==> src/rtl/clm_pkg.sv <==
`default_nettype none
package clm_pkg;

    localparam int TABLE_DEPTH = 1024;
    localparam int ADDR_W      = (TABLE_DEPTH > 1) ? $clog2(TABLE_DEPTH) : 1;
    localparam int CNT_W       = $clog2(TABLE_DEPTH + 1);
    localparam int NAME_CMP    = 15;
    localparam int CFG_IDX_W   = 3;

    localparam logic OP_ENTER = 1'b0;
    localparam logic OP_EXIT  = 1'b1;

    typedef enum logic [CFG_IDX_W-1:0] {
        REG_MASK_0   = 3'd0,
        REG_MASK_1   = 3'd1,
        REG_MASK_2   = 3'd2,
        REG_MASK_3   = 3'd3,
        REG_NAME_LOW = 3'd4,
        REG_NAME_HI  = 3'd5
    } t_reg_idx;

    typedef enum logic [1:0] {
        S_CLEAR,
        S_IDLE,
        S_SCAN,
        S_ACT
    } t_state;

    typedef struct packed {
        logic               opcode;
        logic [31:0]        thread_id;
        logic [7:0]         call_id;
        logic [63:0]        timestamp_ns;
        logic [31:0]        process_id;
        logic signed [63:0] return_value;
        logic [63:0]        name_low;
        logic [63:0]        name_high;
    } t_evt;

    typedef struct packed {
        logic        vld;
        logic [31:0] thread;
        logic [63:0] start;
        logic [7:0]  call;
    } t_entry;

    localparam int ENTRY_W = $bits(t_entry);

endpackage
`default_nettype wire

==> src/rtl/clm_queue.sv <==
`default_nettype none
module clm_queue
    import clm_pkg::*;
(
    input  wire logic i_clk,
    input  wire logic i_rst_n,
    input  wire logic i_push,
    input  wire t_evt i_evt,
    output logic      o_ready,
    output logic      o_valid,
    output t_evt      o_evt,
    input  wire logic i_pop
);
    t_evt       r_slot [2];
    logic       r_wp;
    logic       r_rp;
    logic [1:0] r_cnt;

    assign o_ready = (r_cnt != 2'd2);
    assign o_valid = (r_cnt != 2'd0);
    assign o_evt   = r_slot[r_rp];

    always_ff @(posedge i_clk) begin
        if (i_push) begin
            r_slot[r_wp] <= i_evt;
        end
    end

    always_ff @(posedge i_clk) begin
        if (!i_rst_n) begin
            r_wp  <= 1'b0;
            r_rp  <= 1'b0;
            r_cnt <= 2'd0;
        end else begin
            if (i_push) r_wp <= ~r_wp;
            if (i_pop)  r_rp <= ~r_rp;
            r_cnt <= r_cnt + {1'b0, i_push} - {1'b0, i_pop};
        end
    end
endmodule
`default_nettype wire

==> config.mk <==
export PLATFORM = sky130hd
export DESIGN_NAME = clm_queue
export DESIGN_NICKNAME = d
export VERILOG_FILES = /design/src/rtl/clm_pkg.sv /design/src/rtl/clm_queue.sv
export SDC_FILE = /design/constraint.sdc
export NUM_CORES = 1
export LEC_CHECK = 0
export BUFFER_PORTS_ARGS = -buffer_cell sky130_fd_sc_hd__buf_2
export CAP_MARGIN = 15
export CORE_AREA = 5 5 254 256
export CTS_CLUSTER_DIAMETER = 120
export CTS_CLUSTER_SIZE = 30
export DETAILED_ROUTE_END_ITERATION = 7
export DIE_AREA = 0 0 259 261
export PLACE_DENSITY = 0.76
export RECOVER_POWER = 25
export REMOVE_ABC_BUFFERS = 1
export SYNTH_ARGS = -nofsm -noshare
export SYNTH_HDL_FRONTEND = slang
export SYNTH_SLANG_ARGS = --single-unit
export TNS_END_PERCENT = 50
==> constraint.sdc <==
create_clock -name i_clk -period 19.38 [get_ports i_clk]
set_input_delay 1.938 -clock i_clk [delete_from_list [all_inputs] [get_ports i_clk]]
set_output_delay 1.938 -clock i_clk [all_outputs]
set_load 0.02 [all_outputs]
== Yosys cells after proc, flatten, opt, wreduce, memory -nomap -nowiden ==
Memories as Yosys holds them, arrays and structs flattened. A register that Yosys moved wholly into a read port is not among the register bits.
Index checks and enable logic that the tools add are counted.
Storage, ports and cells
  word-level logic and storage cells: 14
  memories kept: 1
  output and inout bits: 331
  memory bits (writable): 658
  flip-flop bits (word level): 4
  bits of input ports: 333
Memory list
  r_slot: depth 2, width 329, read ports 1, clocked after Yosys merged registers in 1, write ports 1, RTL line clm_queue.sv:14  | t_evt r_slot [2];
Operators by class
  bitwise logic cells: 2
  reduce and logical (&&, ||, !) cells: 1
  muxes and demuxes: 4
  $add $sub $neg: 2
  equal/unequal tests: 1
Operator list (number)
  1-bit 2-to-1 mux: 4
  2-bit by 1-bit adder with 2-bit output: 1
  2-bit != test, second input constant: 1
  1-bit inverter: 2
  2-bit nonzero test: 1
  2-bit by 1-bit subtractor with 2-bit output: 1

== Longest topological paths before layout ==
  depth after elaboration: 3
  mapped depth: 6
  mapped depth without buffers: 6

== Least setup slack after synthesis ==
No wires, ideal clock.
  path type: input-to-reg
  from: input i_push
  to: register r_wp
  buffers on the path: 0
  stages on the path: 2
  path slack: 2116 ps
  arrival: 17138 ps
  library setup time: 126 ps
  required time: 19254 ps
  cell sequence: nor2b_1 o21a_1
RTL lines
  start: declaration: RTL line clm_queue.sv:7  | input wire logic i_push,
  end signal: assignment: RTL line clm_queue.sv:35  | if (i_push) r_wp <= ~r_wp;
  end: declaration: RTL line clm_queue.sv:15  | logic r_wp;

==> results.sh <==
export IMPL_port_buffers=663
export IMPL_hold_ws_ns=0.581
export IMPL_hold_buffers=0
export IMPL_track_usage=0.150
export IMPL_finClkSkew_ns=0.0168
export IMPL_synth_seq_area_share=0.778
export IMPL_critPathMaxFanout=130
export IMPL_initial_utilization=0.410
export IMPL_slowest_stage="buf_12"
export IMPL_crit_path_max_incr_delay_ns=0.74
export IMPL_final_core_utilization=0.482
export IMPL_first_global_vias=12888
export IMPL_regArea_sq_um=19900
export IMPL_relSlewSlack=0.234
export IMPL_cts_clk_slew_worst_paths_ns=0.11
export IMPL_hold_path_depth=2
export IMPL_io_pins=664
export IMPL_drtPass1Iterations=5
export IMPL_die_w_um=259
export IMPL_r2r_slack_ns=15.86
export IMPL_final_common_cell="edfxtp_1"
export IMPL_die_area_sq_um=67600
export IMPL_grt_max_degree=131
export IMPL_p_leak_uw=0.0115
export IMPL_slew_viol_final=0
export IMPL_ff2ff_path_depth=3
export IMPL_path_class="flip-flop to primary output"
export IMPL_r2r_start="r_wp"
export IMPL_crit_path_start_kind="flip-flop"
export IMPL_rr_endpoint="r_slot[1][44]"
export IMPL_finalSetupViolations=0
export IMPL_drive_above_1_share=0.553
export IMPL_drt_wl_total_um=55400
export IMPL_hold_path_class="flip-flop to flip-flop"
export IMPL_drt_vias_per_instance=4.70
export IMPL_rsz0062_at_grt="false"
export IMPL_fin_crit_ns=5.65
export IMPL_max_slew_worst_pin_slew_ns=1.15
export IMPL_dp_hpwl_um=39800
export IMPL_synth_avg_cell_area_sq_um=24.4
export IMPL_multi_input_area_sq_um=4970
export IMPL_num_fill_cells=5128
export IMPL_antenna_found_initial=19
export IMPL_ant_nets=0
export IMPL_grt_overflow_total=0
export IMPL_worstHoldStart="r_rp"
export IMPL_via_count=12154
export IMPL_synth_area_leaders="edfxtp_1 77%, mux2_4 18%, buf_12 2.6%, mux2_2 1.1%, dfxtp_1 0.39%"
export IMPL_max_cap_viol_count=0
export IMPL_required_ns=17.44
export IMPL_synth_seq_cells=663
export IMPL_fin_nets=2046
export IMPL_drc=0
export IMPL_yosysWarnings=0
export IMPL_final_area_sq_um=30000
export IMPL_cts_path_max_buffers=3
export IMPL_cts_setup_buffers=0
export IMPL_clock_sinks=663
export IMPL_syn2layout_area_growth_pct=17.6
export IMPL_coreArea_sq_um=62300
export IMPL_hold_viol=0
export IMPL_critPathTopFamily="buffers and inverters"
export IMPL_synthDistinctLibCells=17
export IMPL_cts_buffers=26
export IMPL_fmax_mhz=177
export IMPL_ctsHtreeMaxLevel=1
export IMPL_netlist_instances=1045
export IMPL_num_rows=92
export IMPL_endpoint_kind="primary output"
export IMPL_syn_cell_area_sq_um=25500
export IMPL_dieHeight_um=261
export IMPL_drt_iter0_drc=779
export IMPL_crit_chain="buf_12 -> buf_12 -> mux2_2 -> buf_2"
export IMPL_grt_pass1_wl_um=78300
export IMPL_cts_resized=0
export IMPL_ir_worst_vdd_mv=0.0756
export IMPL_fin_setup_tns_ns=0
export IMPL_power_density_nw_per_um2=92.7
export IMPL_dpl_instance_area_sq_um=29300
export IMPL_crit_top_cell="buf_12"
export IMPL_synth_top_area_frac=0.774
export IMPL_cts_tree="built"
export IMPL_most_common_layout_cells="658 x edfxtp_1, 577 x buf_2, 303 x mux2_4, 96 x clkbuf_1, 27 x clkbuf_16"
export IMPL_cp_arrival_ns=3.72
export IMPL_clock_latency_ns=0.60
export IMPL_min_period_over_period=0.292
export IMPL_wl_per_cell_um=21.4
export IMPL_critPathBufInv=3
export IMPL_gp_congestion=0.792
export IMPL_cts_root_buffer="clkbuf_16"
export IMPL_synth_top_area_cell="edfxtp_1"
export IMPL_status="completed"
[state kept, by name, summed over array words and instances, names as in the netlist, named ones only]
| register | flops |
|---|---|
| r_rp | 1 |
| r_slot | 658 |
| r_cnt | 2 |
| r_wp | 1 |
[tightest hold or removal path, stage by stage (launching register included)]
cell and delay (ns):
dfxtp_1 0.34, xor2_1 0.07, and2_1 0.15
[final cells by class]
class | count | share of cell area
flip-flops and latches | 663 | 0.662
repair buffers | 675 | 0.111
multi-input cells | 343 | 0.166
clock buffers | 38 | 0.0242
inverters | 2 | 0.000250
well taps | 846 | 0.0353
diodes | 15 | 0.00125
clock inverters | 3 | 0.00108
[stage by stage]
stage	setup WS, ns	instances	total power, uW
5_1_grt	13.57	2577	2890
4_1_cts	13.71	2570	2820
6_report	13.73	2585	2780
3_3_place_gp	14.33	2529	2140
2_1_floorplan	2.12	1008	2120
3_5_place_dp	14.22	2529	2150
[routing by layer]
layer | vias up | part of all wire | track usage
met1 | 6125 | 0.35 | 0.170
li1 | 5489 | - | -
met2 | 444 | 0.52 | 0.268
met3 | 88 | 0.094 | 0.0536
met5 | - | 0.00072 | 0
met4 | 8 | 0.027 | 0.0478
[power by group]
part	internal [uW]	leakage, uW	switching (uW)
logic	188	0.00488	243
registers	1660	0.00622	21.1
clock network	266	0.000369	407
[Yosys cell counts]
cell type	number
edfxtp_1	658
mux2_4	303
buf_12	33
mux2_2	26
dfxtp_1	5
and2_1	4
nor2b_1	3
buf_6	2
ha_1	2
inv_1	2
buf_2	1
buf_8	1
nand2_1	1
o21a_1	1
or2_2	1
xnor3_1	1
xor2_1	1
[cells by family after synthesis]
family / count (synthesis) / share of synthesized area
adders and majority gates: 2 / 0.000980
AOI/OAI and AO/OA: 1 / 0.000294
muxes: 329 / 0.190
and+or+nand+nor: 9 / 0.00211
xor gates and xnor gates: 2 / 0.00123
DFF: 663 / 0.778
buffers and inverters: 39 / 0.0278
[worst max-delay path by stage]
stage | cells past startpoint | from | to | slack [ns]
2_1_floorplan | 2 | i_push | r_wp | 2.12
3_3_place_gp | 4 | i_push | r_slot[1][167] | 14.33
3_5_place_dp | 4 | i_push | r_slot[1][216] | 14.22
4_1_cts | 4 | flip-flop | o_evt[2] | 13.71
5_1_grt | 4 | flip-flop | o_evt[2] | 13.57
6_report | 4 | flip-flop | o_evt[0] | 13.73
(Power assumes the default switching activity.)
