File: src/rtl/clm_pkg.sv
`default_nettype none
package clm_pkg;

    localparam int TABLE_DEPTH = 1024;
    localparam int ADDR_W      = (TABLE_DEPTH > 1) ? $clog2(TABLE_DEPTH) : 1;
    localparam int CNT_W       = $clog2(TABLE_DEPTH + 1);
    localparam int NAME_CMP    = 15;
    localparam int CFG_IDX_W   = 3;

    localparam logic OP_ENTER = 1'b0;
    localparam logic OP_EXIT  = 1'b1;

    typedef enum logic [CFG_IDX_W-1:0] {
        REG_MASK_0   = 3'd0,
        REG_MASK_1   = 3'd1,
        REG_MASK_2   = 3'd2,
        REG_MASK_3   = 3'd3,
        REG_NAME_LOW = 3'd4,
        REG_NAME_HI  = 3'd5
    } t_reg_idx;

    typedef enum logic [1:0] {
        S_CLEAR,
        S_IDLE,
        S_SCAN,
        S_ACT
    } t_state;

    typedef struct packed {
        logic               opcode;
        logic [31:0]        thread_id;
        logic [7:0]         call_id;
        logic [63:0]        timestamp_ns;
        logic [31:0]        process_id;
        logic signed [63:0] return_value;
        logic [63:0]        name_low;
        logic [63:0]        name_high;
    } t_evt;

    typedef struct packed {
        logic        vld;
        logic [31:0] thread;
        logic [63:0] start;
        logic [7:0]  call;
    } t_entry;

    localparam int ENTRY_W = $bits(t_entry);

endpackage
`default_nettype wire

File: src/rtl/clm_if.sv
`default_nettype none
interface clm_in_if;
    logic               valid;
    logic               ready;
    logic               opcode;
    logic [31:0]        thread_id;
    logic [7:0]         call_id;
    logic [63:0]        timestamp_ns;
    logic [31:0]        process_id;
    logic signed [63:0] return_value;
    logic [63:0]        name_low;
    logic [63:0]        name_high;

    modport source (output valid, opcode, thread_id, call_id, timestamp_ns, process_id,
                    return_value, name_low, name_high, input ready);
    modport sink   (input valid, opcode, thread_id, call_id, timestamp_ns, process_id,
                    return_value, name_low, name_high, output ready);
endinterface

`default_nettype wire

File: src/rtl/clm_front.sv
`default_nettype none
module clm_front
    import clm_pkg::*;
(
    input  wire logic                 i_clk,
    input  wire logic                 i_rst_n,
    clm_in_if.sink                    i_in,
    input  wire logic                 i_cfg_we,
    input  wire logic [CFG_IDX_W-1:0] i_cfg_idx,
    input  wire logic [63:0]          i_cfg_data,
    output logic                      o_push,
    output t_evt                      o_evt,
    input  wire logic                 i_q_ready
);
    logic [255:0] r_mask;
    logic [63:0]  r_tname_lo;
    logic [55:0]  r_tname_hi;
    logic [119:0] tname;
    logic [127:0] cname;
    logic         cid_en;
    logic         name_ok;

    always_ff @(posedge i_clk) begin
        if (!i_rst_n) begin
            r_mask     <= '0;
            r_tname_lo <= '0;
            r_tname_hi <= '0;
        end else if (i_cfg_we) begin
            unique case (i_cfg_idx)
                REG_MASK_0:   r_mask[63:0]    <= i_cfg_data;
                REG_MASK_1:   r_mask[127:64]  <= i_cfg_data;
                REG_MASK_2:   r_mask[191:128] <= i_cfg_data;
                REG_MASK_3:   r_mask[255:192] <= i_cfg_data;
                REG_NAME_LOW: r_tname_lo      <= i_cfg_data;
                REG_NAME_HI:  r_tname_hi      <= i_cfg_data[55:0];
                default: ;
            endcase
        end
    end

    assign tname  = {r_tname_hi, r_tname_lo};
    assign cname  = {i_in.name_high, i_in.name_low};
    assign cid_en = r_mask[i_in.call_id];

    // stop at the first shared NUL; any mismatch before it fails
    always_comb begin
        logic stop;
        stop    = (tname[7:0] == 8'd0);
        name_ok = 1'b1;
        for (int i = 0; i < NAME_CMP; i++) begin
            if (!stop) begin
                if (tname[8*i +: 8] != cname[8*i +: 8]) begin
                    name_ok = 1'b0;
                    stop    = 1'b1;
                end else if (tname[8*i +: 8] == 8'd0) begin
                    stop = 1'b1;
                end
            end
        end
    end

    assign o_evt.opcode       = i_in.opcode;
    assign o_evt.thread_id    = i_in.thread_id;
    assign o_evt.call_id      = i_in.call_id;
    assign o_evt.timestamp_ns = i_in.timestamp_ns;
    assign o_evt.process_id   = i_in.process_id;
    assign o_evt.return_value = i_in.return_value;
    assign o_evt.name_low     = i_in.name_low;
    assign o_evt.name_high    = i_in.name_high;

    assign i_in.ready = i_q_ready;
    // drop filtered enters here, they never reach the table
    assign o_push = i_in.valid && i_q_ready &&
                    ((i_in.opcode == OP_EXIT) || (cid_en && name_ok));
endmodule
`default_nettype wire

File: src/flat_wrapper.sv
// flat-port wrapper written by rule: the top's interface ports become plain ports
module clm_front_flat import clm_pkg::*;
  (i_clk, i_rst_n, i_cfg_we, i_cfg_idx, i_cfg_data, o_push, o_evt, i_q_ready, i_in_valid, i_in_opcode, i_in_thread_id, i_in_call_id, i_in_timestamp_ns, i_in_process_id, i_in_return_value, i_in_name_low, i_in_name_high, i_in_ready);
  clm_in_if i_in_i ();
  input  wire logic i_clk;
  input  wire logic i_rst_n;
  input  wire logic i_cfg_we;
  input  wire logic [CFG_IDX_W-1:0] i_cfg_idx;
  input  wire logic [63:0] i_cfg_data;
  output logic o_push;
  output t_evt o_evt;
  input  wire logic i_q_ready;
  input wire logic [$bits(i_in_i.valid)-1:0] i_in_valid;
  input wire logic [$bits(i_in_i.opcode)-1:0] i_in_opcode;
  input wire logic [$bits(i_in_i.thread_id)-1:0] i_in_thread_id;
  input wire logic [$bits(i_in_i.call_id)-1:0] i_in_call_id;
  input wire logic [$bits(i_in_i.timestamp_ns)-1:0] i_in_timestamp_ns;
  input wire logic [$bits(i_in_i.process_id)-1:0] i_in_process_id;
  input wire logic [$bits(i_in_i.return_value)-1:0] i_in_return_value;
  input wire logic [$bits(i_in_i.name_low)-1:0] i_in_name_low;
  input wire logic [$bits(i_in_i.name_high)-1:0] i_in_name_high;
  output wire logic [$bits(i_in_i.ready)-1:0] i_in_ready;
  assign i_in_i.valid = i_in_valid;
  assign i_in_i.opcode = i_in_opcode;
  assign i_in_i.thread_id = i_in_thread_id;
  assign i_in_i.call_id = i_in_call_id;
  assign i_in_i.timestamp_ns = i_in_timestamp_ns;
  assign i_in_i.process_id = i_in_process_id;
  assign i_in_i.return_value = i_in_return_value;
  assign i_in_i.name_low = i_in_name_low;
  assign i_in_i.name_high = i_in_name_high;
  assign i_in_ready = i_in_i.ready;
  clm_front u_core (.i_clk(i_clk), .i_rst_n(i_rst_n), .i_in(i_in_i), .i_cfg_we(i_cfg_we), .i_cfg_idx(i_cfg_idx), .i_cfg_data(i_cfg_data), .o_push(o_push), .o_evt(o_evt), .i_q_ready(i_q_ready));
endmodule
File: config.mk
export PLATFORM = sky130hd
export DESIGN_NAME = clm_front_flat
export DESIGN_NICKNAME = d
export VERILOG_FILES = /design/src/rtl/clm_pkg.sv /design/src/rtl/clm_if.sv /design/src/rtl/clm_front.sv /design/src/flat_wrapper.sv
export SDC_FILE = /design/constraint.sdc
export NUM_CORES = 1
export LEC_CHECK = 0
export BUFFER_PORTS_ARGS = -buffer_cell sky130_fd_sc_hd__buf_2
export CAP_MARGIN = 10
export CORE_AREA = 2 2 287 289
export CTS_CLUSTER_SIZE = 14
export DETAILED_ROUTE_END_ITERATION = 7
export DIE_AREA = 0 0 289 291
export SLEW_MARGIN = 25
export SYNTH_ARGS = -nofsm -noshare
export SYNTH_HDL_FRONTEND = slang
export SYNTH_SLANG_ARGS = --single-unit
File: constraint.sdc
create_clock -name i_clk -period 2.54 [get_ports i_clk]
set_input_delay 0.127 -clock i_clk [delete_from_list [all_inputs] [get_ports i_clk]]
set_output_delay 0.127 -clock i_clk [all_outputs]
set_load 0.02 [all_outputs]
Word level (Yosys, flattened, before mapping)
Index checks and enable logic that the tools add are counted.
{"block": "word_totals", "regBits": 376, "out_inout_bits": 331}
{"block": "op_classes", "order_cmp": 1, "n_eq_ne": 20, "mux": 73, "n_reduce_logical": 25}
{"cell": "!= test 8 bit", "n": 15}
{"cell": "logical NOT 8 bit", "n": 14}
{"cell": "2-to-1 mux 1 bit", "n": 72}
{"cell": "AND reduction 2 bit", "n": 6}
{"cell": "less-than comparator 8 x 9 -> 1 bit, second input constant", "n": 1}
{"cell": "binary-select mux 1 bit (select 8 bit)", "n": 1}
{"cell": "equality test 3 x 2 -> 1 bit, second input constant", "n": 2}
{"cell": "equality test 3 bit, second input constant", "n": 2}
{"cell": "equality test 3 x 1 -> 1 bit, second input constant", "n": 1}
{"cell": "logical AND 1 bit", "n": 3}
{"cell": "logical NOT 3 bit", "n": 1}
{"cell": "logical OR 1 bit", "n": 1}

Longest topological paths before layout
Gate-level depths: netlist of run 1.
{"block": "logic_depth", "ltp_word": 34, "mapped_depth": 11, "depth_no_buf": 7}

Worst setup path before layout of run 1
Ideal clock, no wire load.
{"block": "synth_path", "path_type": "in2out", "from": "input i_in_call_id[0]", "to": "output o_push", "arrival_time_ps": 2110, "t_required_ps": 2413, "setup_slack_ps": 303, "path_stages": 11, "cell_sequence": "buf_4 > buf_6 > buf_4 > nand2b_1 > buf_4 > o211ai_1 > o21ai_0 > nor3_1 > o41ai_1 > a31oi_1 > o21ai_1"}
{"block": "synth_between", "elab_chain_len": 5}
{"item": "start: declaration", "line_no": "flat_wrapper.sv:16", "rtl": "input wire logic [$bits(i_in_i.call_id)-1:0] i_in_call_id;"}
{"item": "binary-select mux 1 bit (select 8 bit)", "line_no": "clm_front.sv:43", "rtl": "assign cid_en = r_mask[i_in.call_id];"}
{"item": "2-to-1 mux 1 bit (implied by the code)", "line_no": "clm_front.sv:43"}
{"item": "logical AND 1 bit", "line_no": "clm_front.sv:74", "rtl": "((i_in.opcode == OP_EXIT) || (cid_en && name_ok));"}
{"item": "logical OR 1 bit", "line_no": "clm_front.sv:74"}
{"item": "logical AND 1 bit", "line_no": "clm_front.sv:73", "rtl": "assign o_push = i_in.valid && i_q_ready &&"}
{"item": "end: declaration", "line_no": "flat_wrapper.sv:10", "rtl": "output logic o_push;"}
Every way passes these cells. The select of a mux whose other input is x is not followed.

Worst setup path after layout of run 1
{"block": "layout_path", "from": "register u_core.r_tname_hi[8]", "to": "output o_push"}
{"block": "layout_between", "elab_chain_len": 16, "elab_cells_between_ends": 24}
{"item": "start: declaration", "line_no": "clm_front.sv:17", "rtl": "logic [55:0] r_tname_hi;"}
{"item": "start signal: assignment", "line_no": "clm_front.sv:35", "rtl": "REG_NAME_HI: r_tname_hi <= i_cfg_data[55:0];"}
{"item": "!= test 8 bit / logical NOT 8 bit (equally long branches)", "line_no": "clm_front.sv:52, clm_front.sv:55"}
{"item": "2-to-1 mux 1 bit, on equally long branches", "line_no": "clm_front.sv:52, clm_front.sv:55"}
{"item": "2-to-1 mux 1 bit, on equally long branches", "line_no": "clm_front.sv:51, clm_front.sv:52"}
{"item": "2-to-1 mux 1 bit, on equally long branches", "line_no": "clm_front.sv:52, clm_front.sv:51"}
{"item": "2-to-1 mux 1 bit", "line_no": "clm_front.sv:51", "rtl": "if (!stop) begin"}
{"item": "2-to-1 mux 1 bit", "line_no": "clm_front.sv:52", "rtl": "if (tname[8*i +: 8] != cname[8*i +: 8]) begin"}
{"item": "2-to-1 mux 1 bit", "line_no": "clm_front.sv:51"}
{"item": "2-to-1 mux 1 bit", "line_no": "clm_front.sv:52"}
{"item": "2-to-1 mux 1 bit", "line_no": "clm_front.sv:51"}
{"item": "2-to-1 mux 1 bit", "line_no": "clm_front.sv:52"}
{"item": "2-to-1 mux 1 bit", "line_no": "clm_front.sv:51"}
{"item": "2-to-1 mux 1 bit", "line_no": "clm_front.sv:52"}
{"item": "2-to-1 mux 1 bit *", "line_no": "clm_front.sv:51"}
{"item": "logical AND 1 bit *", "line_no": "clm_front.sv:74"}
{"item": "logical OR 1 bit *", "line_no": "clm_front.sv:74"}
{"item": "logical AND 1 bit *", "line_no": "clm_front.sv:73"}
Mark *: on every way between the ends. The rest lies on a longest branch, timed or not.

==> key figures, run 1 <==
Clock network
  – Root buf cell: clkbuf_16
  – CTS Buf Count: 47
  – Clock latency on the worst-skew pair: 590 ps
  – Clock sink count: 376
  – Buffers from clock root to sink, at most: 3
  – Number of H-tree branching levels: 2
  – CTS tree: built
  – Clock slew at the register clock pins of the worst setup and hold paths: 60 ps

Yosys
  – Dominant combinational cell family by area after synthesis: simple AND/OR/NAND/NOR gates
  – Simple-gate share of the synthesized area: 18.4%
  – Number of warnings printed during yosys synthesis: 0
  – Number of unique standard cell types used by synthesis: 43
  – Mean instance size in the synthesized netlist: 8.35 um^2
  – Top flip-flop cell by instance count after synthesis: dfxtp_1
  – Adder-cell area share of the yosys netlist: 0%
  – Portion of the post-synthesis area used by sequential elements: 37.4%
  – Netlist area before placement: 20100 um^2
  – Mapped Cells: 2413
  – Xor/xnor share of the synthesized area: 5.22%
  – Number of synthesized flops with an enable pin: 0
  – Post-synthesis mux area share: 7.38%
  – Synthesized netlist net count: 2814
  – Post-synthesis sequential element count: 376
  – Complex-gate fraction of the synthesized area: 16.3%
  – Proportion of synthesized flip-flops having asynchronous set or reset: 0%

Power and ir drop
  – Share of power burned in registers: 41.1%
  – Relative contribution of combinational cells to total power: 11.7%
  – Largest voltage drop on the vdd net: 0.413 mV
  – Power Density: 633 nW/um^2
  – Internal portion of total power: 11.0 mW
  – Clock network fraction of design power: 47.2%
  – Switching power summed over all nets: 3.86 mW
  – Static Leak: 8.44 nW
  – Net switching share of the total power: 26.0%

Drt
  – Count of unresolved DRC violations after routing: 0
  – Average via count per standard cell: 4.58
  – Average wire per standard cell: 21.2 um
  – Routed Antenna Nets: 0
  – Initial detailed-routing violation count: 1203
  – Total length of routed wires: 76200 um
  – Via count: 16500
  – First-pass detailed-route iteration total: 5

Layout
  – Fill count: 8604
  – Fraction of layout cells with a size suffix above 1: 23.9%
  – Number of nets in the layout: 2887
  – Layout Area Growth over Synthesis: 16.5%
  – Final instance area: 23500 um^2

Global routing
  – Number of global-route vias before repair: 15600
  – Global Route Usage Sum: 17.5%
  – Total global routing overflow: 0
  – Initial antenna violation count: 10
  – Wire length of the first global-routing pass: 108000 um
  – Pin count of the biggest net entering global routing: 106

Timing
  – Period minus WS final: 3310 ps
  – Maximum operating frequency: 302 MHz
  – Setup Viol. Count Final: 1
  – Unrepaired setup endpoints after global routing: true
  – Relative slew margins: 53.6%
  – Tightest Pin Transition: 697 ps
  – Worst-case setup margin in the final layout: -770 ps
  – Max Transition Viols Final: 0
  – Clk_skew: 0 ps
  – Worst-case hold slack: 72.3 ps
  – Final Hold Fails: 0
  – Final period util: 130%

Setup path
  – CP Class: reg2out
  – Critical path arrival: 3180 ps
  – Critical Path Source Type: flop
  – Critical path fanouts, max: 2
  – Worst setup EP type: output pin
  – Worst Path Required: 2410 ps

Floorplan
  – Standard-cell row count: 105
  – Die area: 84100 um^2
  – Area of the core region: 81200 um^2
  – I/O pin count: 732
  – Effective utilization at floorplan: 24.8%
  – Die extent in x: 289 um
  – Vertical extent of the die: 291 um

Outcome
  – Outcome: finished, violations left
  – Failing checks: negative setup slack

Placed design
  – I/O Buffers: 331
  – Area of placed instances: 21100 um^2
  – Placed wire-length estimate after detailed placement: 56000 um
  – Routability Congestion: 0.904

Hold path
  – Worst min path class: in2reg

Flow run
  – Max-cap viol count: 0
## per-stage QoR
stage | cells | setup slack (ps) | util (%) | power (mW) | TNS, ps
floorplan | 2413 | 303 | - | 7.64 | 0
global placement | 3438 | -1890 | 26.0 | 7.89 | -1890
detailed placement | 3439 | -568 | 26.0 | 7.90 | -568
CTS | 3593 | -823 | 28.9 | 15.1 | -823
global route | 3593 | -934 | 28.9 | 15.4 | -934
finish | 3595 | -770 | 28.9 | 14.9 | -770
## sequential cells by signal, indices dropped and copies added (netlist names)
name               cells
u_core.r_mask        256
u_core.r_tname_lo     64
u_core.r_tname_hi     56
## critical path, cell delays in order (launching register included)
cell and delay [ps]:
dfxtp_4 350, xnor2_2 130, nand4_1 230, nor4_4 370, buf_6 190, nand4_1 310, a31oi_1 280, buf_4 160
o2111ai_2 110, o21ai_2 200, buf_6 140, buf_6 110
## synth_stat cells (8+ instances only)
cell / n / share of area [%]
nand3_1: 10 / 0.25
mux4_2: 56 / 6.3
mux2_2: 13 / 0.73
dfxtp_1: 376 / 37
clkbuf_1: 127 / 2.4
xnor2_1: 80 / 3.5
buf_4: 338 / 13
mux2i_1: 8 / 0.40
o21ai_0: 21 / 0.52
xor2_1: 40 / 1.7
nor2_1: 18 / 0.34
nand2_1: 784 / 15
nor4_1: 41 / 1.3
nand4_1: 25 / 0.78
a21oi_1: 11 / 0.27
a211oi_1: 9 / 0.34
nor2b_1: 11 / 0.34
a21boi_0: 377 / 14
## layout by cell type (no fill, tap or decap), drive strengths merged, types with 18 or more instances in the layout
| cell | synthesis | layout |
|---|---|---|
| mux4 | 56 | 56 |
| nand4 | 25 | 25 |
| clkbuf | 127 | 65 |
| a21boi | 377 | 377 |
| buf | 348 | 434 |
| dfxtp | 376 | 376 |
| xnor2 | 80 | 80 |
| nand2 | 784 | 784 |
| dlygate4sd3 | 0 | 64 |
| nor4 | 41 | 41 |
| o21ai | 23 | 23 |
| nor2 | 18 | 18 |
| xor2 | 40 | 40 |
## cell type report
cell class	instances	area (um^2)	share of cell area [%]
inverters	2	7.51	0.0320
diodes	2	5.00	0.0213
clock inverters	22	295	1.26
well taps	1070	1340	5.70
flip-flops and latches	376	7530	32.1
multi-input cells	1560	9640	41.0
clock buffers	64	1320	5.63
repair buffers	499	3340	14.2
## kinds of logic (layout without fill, tap and decap cells)
family	Yosys count	in the layout
buffers and inverters	477	587
XOR/XNOR	120	120
multiplexers	77	77
AND/OR/NAND/NOR	914	914
other	0	2
AO/OA/AOI/OAI	449	449
flip-flops	376	376
## path summary, 6_finish.rpt
kind	from	end	slack [ps]	cells after the start
worst max-delay path	u_core.r_tname_hi[8]$_SDFFE_PN0P_	o_push	-770	11
worst min register to register	u_core.r_mask[236]$_SDFFE_PN0P_	u_core.r_mask[236]$_SDFFE_PN0P_	460	2
worst min-delay path	i_rst_n	u_core.r_tname_hi[45]$_SDFFE_PN0P_	70	2
worst max register to register	u_core.r_tname_lo[11]$_SDFFE_PN0P_	u_core.r_tname_lo[11]$_SDFFE_PN0P_	1750	3
## power by group through the flow
stage                     clock network, mW  logic, mW  registers (mW)
after floorplan                           0       1.44            6.21
final                                  7.02       1.74            6.11
after global routing                   7.45       1.87            6.12
after detailed placement                  0       1.67            6.23
after CTS                              7.19       1.77            6.10
after global placement                    0       1.66            6.23
## timing repair
item                                    4_1_cts  5_1_grt
hold buffers                                 64        0
pin swaps                                    12        3
endpoints found under the setup margin        1        1
cloned                                        0        0
endpoints found under the hold margin       375        0
gates resized for setup                      17        0
setup buffers                                 4        0
## metal layers
layer / up-vias / track usage, % / wire (um)
met2: 607 / 28.7 / 35800
met4: 12 / 8.51 / 3860
met3: 213 / 5.53 / 6590
li1: 7863 / - / -
met5: - / 0.349 / 80
met1: 7771 / 20.6 / 29800
Note: power is estimated with default switching activity, not from simulation.
==> run 2, diff against run 1 <==
- GPL_TIMING_DRIVEN: not set -> 0
==> run 2 against run 1 <==
Net effect: the flow still finishes with violations (negative setup slack); core utilization is 3.7 points higher; worst setup slack better by 99 ps; register-to-register slack better by 20 ps; non-clock buffer count is 573 higher; highest routed layer unchanged; wire length is 13% higher; hold slack better by 61 ps.
==> key figures, run 2 (synthesized netlist as in run 1, its figures left out) <==
Clock network
  – CTS tree: built
  – Clock sink count: 376 (unchanged)
  – Number of H-tree branching levels: 2 (unchanged)
  – Clock slew at the register clock pins of the worst setup and hold paths: 60 ps (about the same)
  – CTS Buf Count: 44 (-6.4%)
  – Clock latency on the worst-skew pair: 570 ps (-20 ps)
  – Root buf cell: clkbuf_16
  – Buffers from clock root to sink, at most: 3 (unchanged)

Timing
  – Worst-case hold slack: 134 ps (+61.4 ps)
  – Tightest Pin Transition: 1150 ps (+449 ps)
  – Unrepaired setup endpoints after global routing: true
  – Relative slew margins: 23.6% (-30 points)
  – Clk_skew: 0 ps (unchanged)
  – Final period util: 126% (-3.9 points)
  – Max Transition Viols Final: 0 (unchanged)
  – Setup Viol. Count Final: 1 (unchanged)
  – Final Hold Fails: 0 (unchanged)
  – Maximum operating frequency: 311 MHz (+3.1%)
  – Worst-case setup margin in the final layout: -671 ps (+98.7 ps)
  – Period minus WS final: 3210 ps (-98.7 ps)

Layout
  – Layout Area Growth over Synthesis: 31.5%
  – Register name with the most flops: u_core.r_mask
  – Final instance area: 26500 um^2 (+13%)
  – Fraction of layout cells with a size suffix above 1: 34.1% (+10 points)
  – Filler-free cell count of the finished design: 4167 (+16%)
  – Number of nets in the layout: 3457 (+20%)
  – Number of flip-flops in the largest register: 256 (unchanged)
  – Most frequent standard cell in the layout excluding fill and tap cells: nand2_1
  – Final cell utilization of the core: 32.6% (+3.7 points)
  – Biggest registers after layout: u_core.r_mask x256, u_core.r_tname_lo x64, u_core.r_tname_hi x56
  – Commonest cells after routing, fill and taps aside: nand2_1 (783), buf_2 (529), a21boi_0 (377), dfxtp_1 (362), buf_4 (346)

Power and ir drop
  – Static Leak: 10.4 nW (+23%)
  – Largest voltage drop on the vdd net: 0.443 mV (+7.2%)
  – Total Power Consumption: 15.3 mW (+2.8%)
  – Power Density: 577 nW/um^2 (-8.9%)

Floorplan
  – Vertical extent of the die: 291 um (unchanged)
  – Effective utilization at floorplan: 24.8% (unchanged)
  – Die area: 84100 um^2 (unchanged)
  – I/O pin count: 732 (unchanged)
  – Area of the core region: 81200 um^2 (unchanged)
  – Standard-cell row count: 105 (unchanged)
  – Die extent in x: 289 um (unchanged)

Placed design
  – Placed wire-length estimate after detailed placement: 66300 um (+18%)
  – Routability Congestion: 0.959 (+6.2%)
  – Number of cells in the design after placement: 4010 (+17%)
  – Area of placed instances: 24200 um^2 (+14%)
  – I/O Buffers: 525 (+59%)

Global routing
  – Global Route Usage Sum: 19.5% (+1.9 points)
  – Total global routing overflow: 0 (unchanged)
  – Pin count of the biggest net entering global routing: 13 (-88%)
  – Initial antenna violation count: 13 (+3)
  – Number of global-route vias before repair: 17400 (+11%)
  – Wire length of the first global-routing pass: 120000 um (+11%)

Setup path
  – Critical path arrival: 3080 ps (-100 ps)
  – Critical Path Source Type: flop
  – CP Class: reg2out
  – Critical path fanouts, max: 3 (+1)
  – Worst setup EP type: output pin
  – Worst Path Required: 2410 ps (about the same)

Drt
  – Average wire per standard cell: 20.6 um (-2.9%)
  – Initial detailed-routing violation count: 1522 (+27%)
  – Via count: 18900 (+15%)
  – Count of unresolved DRC violations after routing: 0 (unchanged)
  – Average via count per standard cell: 4.54 (-0.82%)
  – Routed Antenna Nets: 0 (unchanged)
  – Total length of routed wires: 85800 um (+13%)
  – First-pass detailed-route iteration total: 6 (+1)

Outcome
  – Failing checks: negative setup slack
  – Outcome: finished, violations left

Flow run
  – Max-cap viol count: 0 (unchanged)

Hold path
  – Worst min path class: in2reg
[run 2: stage by stage]
stage	TNS [ps]	setup WS (ps)
floorplan	0	303
global placement	-46160	-1720
detailed placement	-791	-791
CTS	-751	-751
global route	-721	-721
finish	-671	-671
[run 2: path summary, 6_finish.rpt]
kind,startpoint,to,slack (ps),cells after the start
worst max register to register,u_core.r_tname_hi[55]$_SDFFE_PN0P_,u_core.r_tname_hi[55]$_SDFFE_PN0P_,1770,2
worst max-delay path,u_core.r_tname_hi[22]$_SDFFE_PN0P_,o_push,-670,9
worst min-delay path,i_cfg_idx[2],u_core.r_tname_lo[0]$_SDFFE_PN0P_,130,5
worst min register to register,u_core.r_mask[167]$_SDFFE_PN0P_,u_core.r_mask[167]$_SDFFE_PN0P_,460,2
[run 2: final cells by class]
| type | instances | area, um^2 |
|---|---|---|
| diodes | 8 | 20.0 |
| plain buffers | 475 | 3080 |
| clock buffers | 66 | 1310 |
| clock inverters | 13 | 194 |
| fillers | 8569 | 54700 |
| inverters | 2 | 7.51 |
| multi-input cells | 1560 | 9650 |
| flip-flops and latches | 376 | 7550 |
| well taps | 1070 | 1340 |
| repair buffers | 597 | 3330 |
[run 2: metal layers]
layer / wire length (um) / up-vias / track usage [%]
met2: 42600 / 770 / 33.8
met4: 1880 / 10 / 4.51
li1: - / 8990 / -
met1: 34900 / 9034 / 24.7
met5: 67 / - / 0
met3: 6340 / 126 / 3.65
[run 2: worst max-delay path: stages, from the launching register on]
cell	delay, ps
dfxtp_2	340
xnor2_1	180
nand4_1	160
nor4_2	360
buf_4	220
nand4_1	370
a31oi_4	370
o2111ai_2	130
o21ai_2	210
buf_6	170
[run 2: repair_timing]
action,CTS,global route
setup buffers,5,1
endpoints found under the hold margin,376,0
gates resized for setup,14,20
hold buffers,64,0
setup endpoints to repair,1,1
pin swaps,13,11
gates cloned,0,0
[run 2: where the power goes]
part	leakage (nW)	switching, mW	total, mW	internal, mW
sequential	3.05	0.0843	6.11	6.02
combinational	6.63	1.44	2.50	1.07
clock	0.727	2.68	6.66	3.98
total	10.4	4.20	15.3	11.1
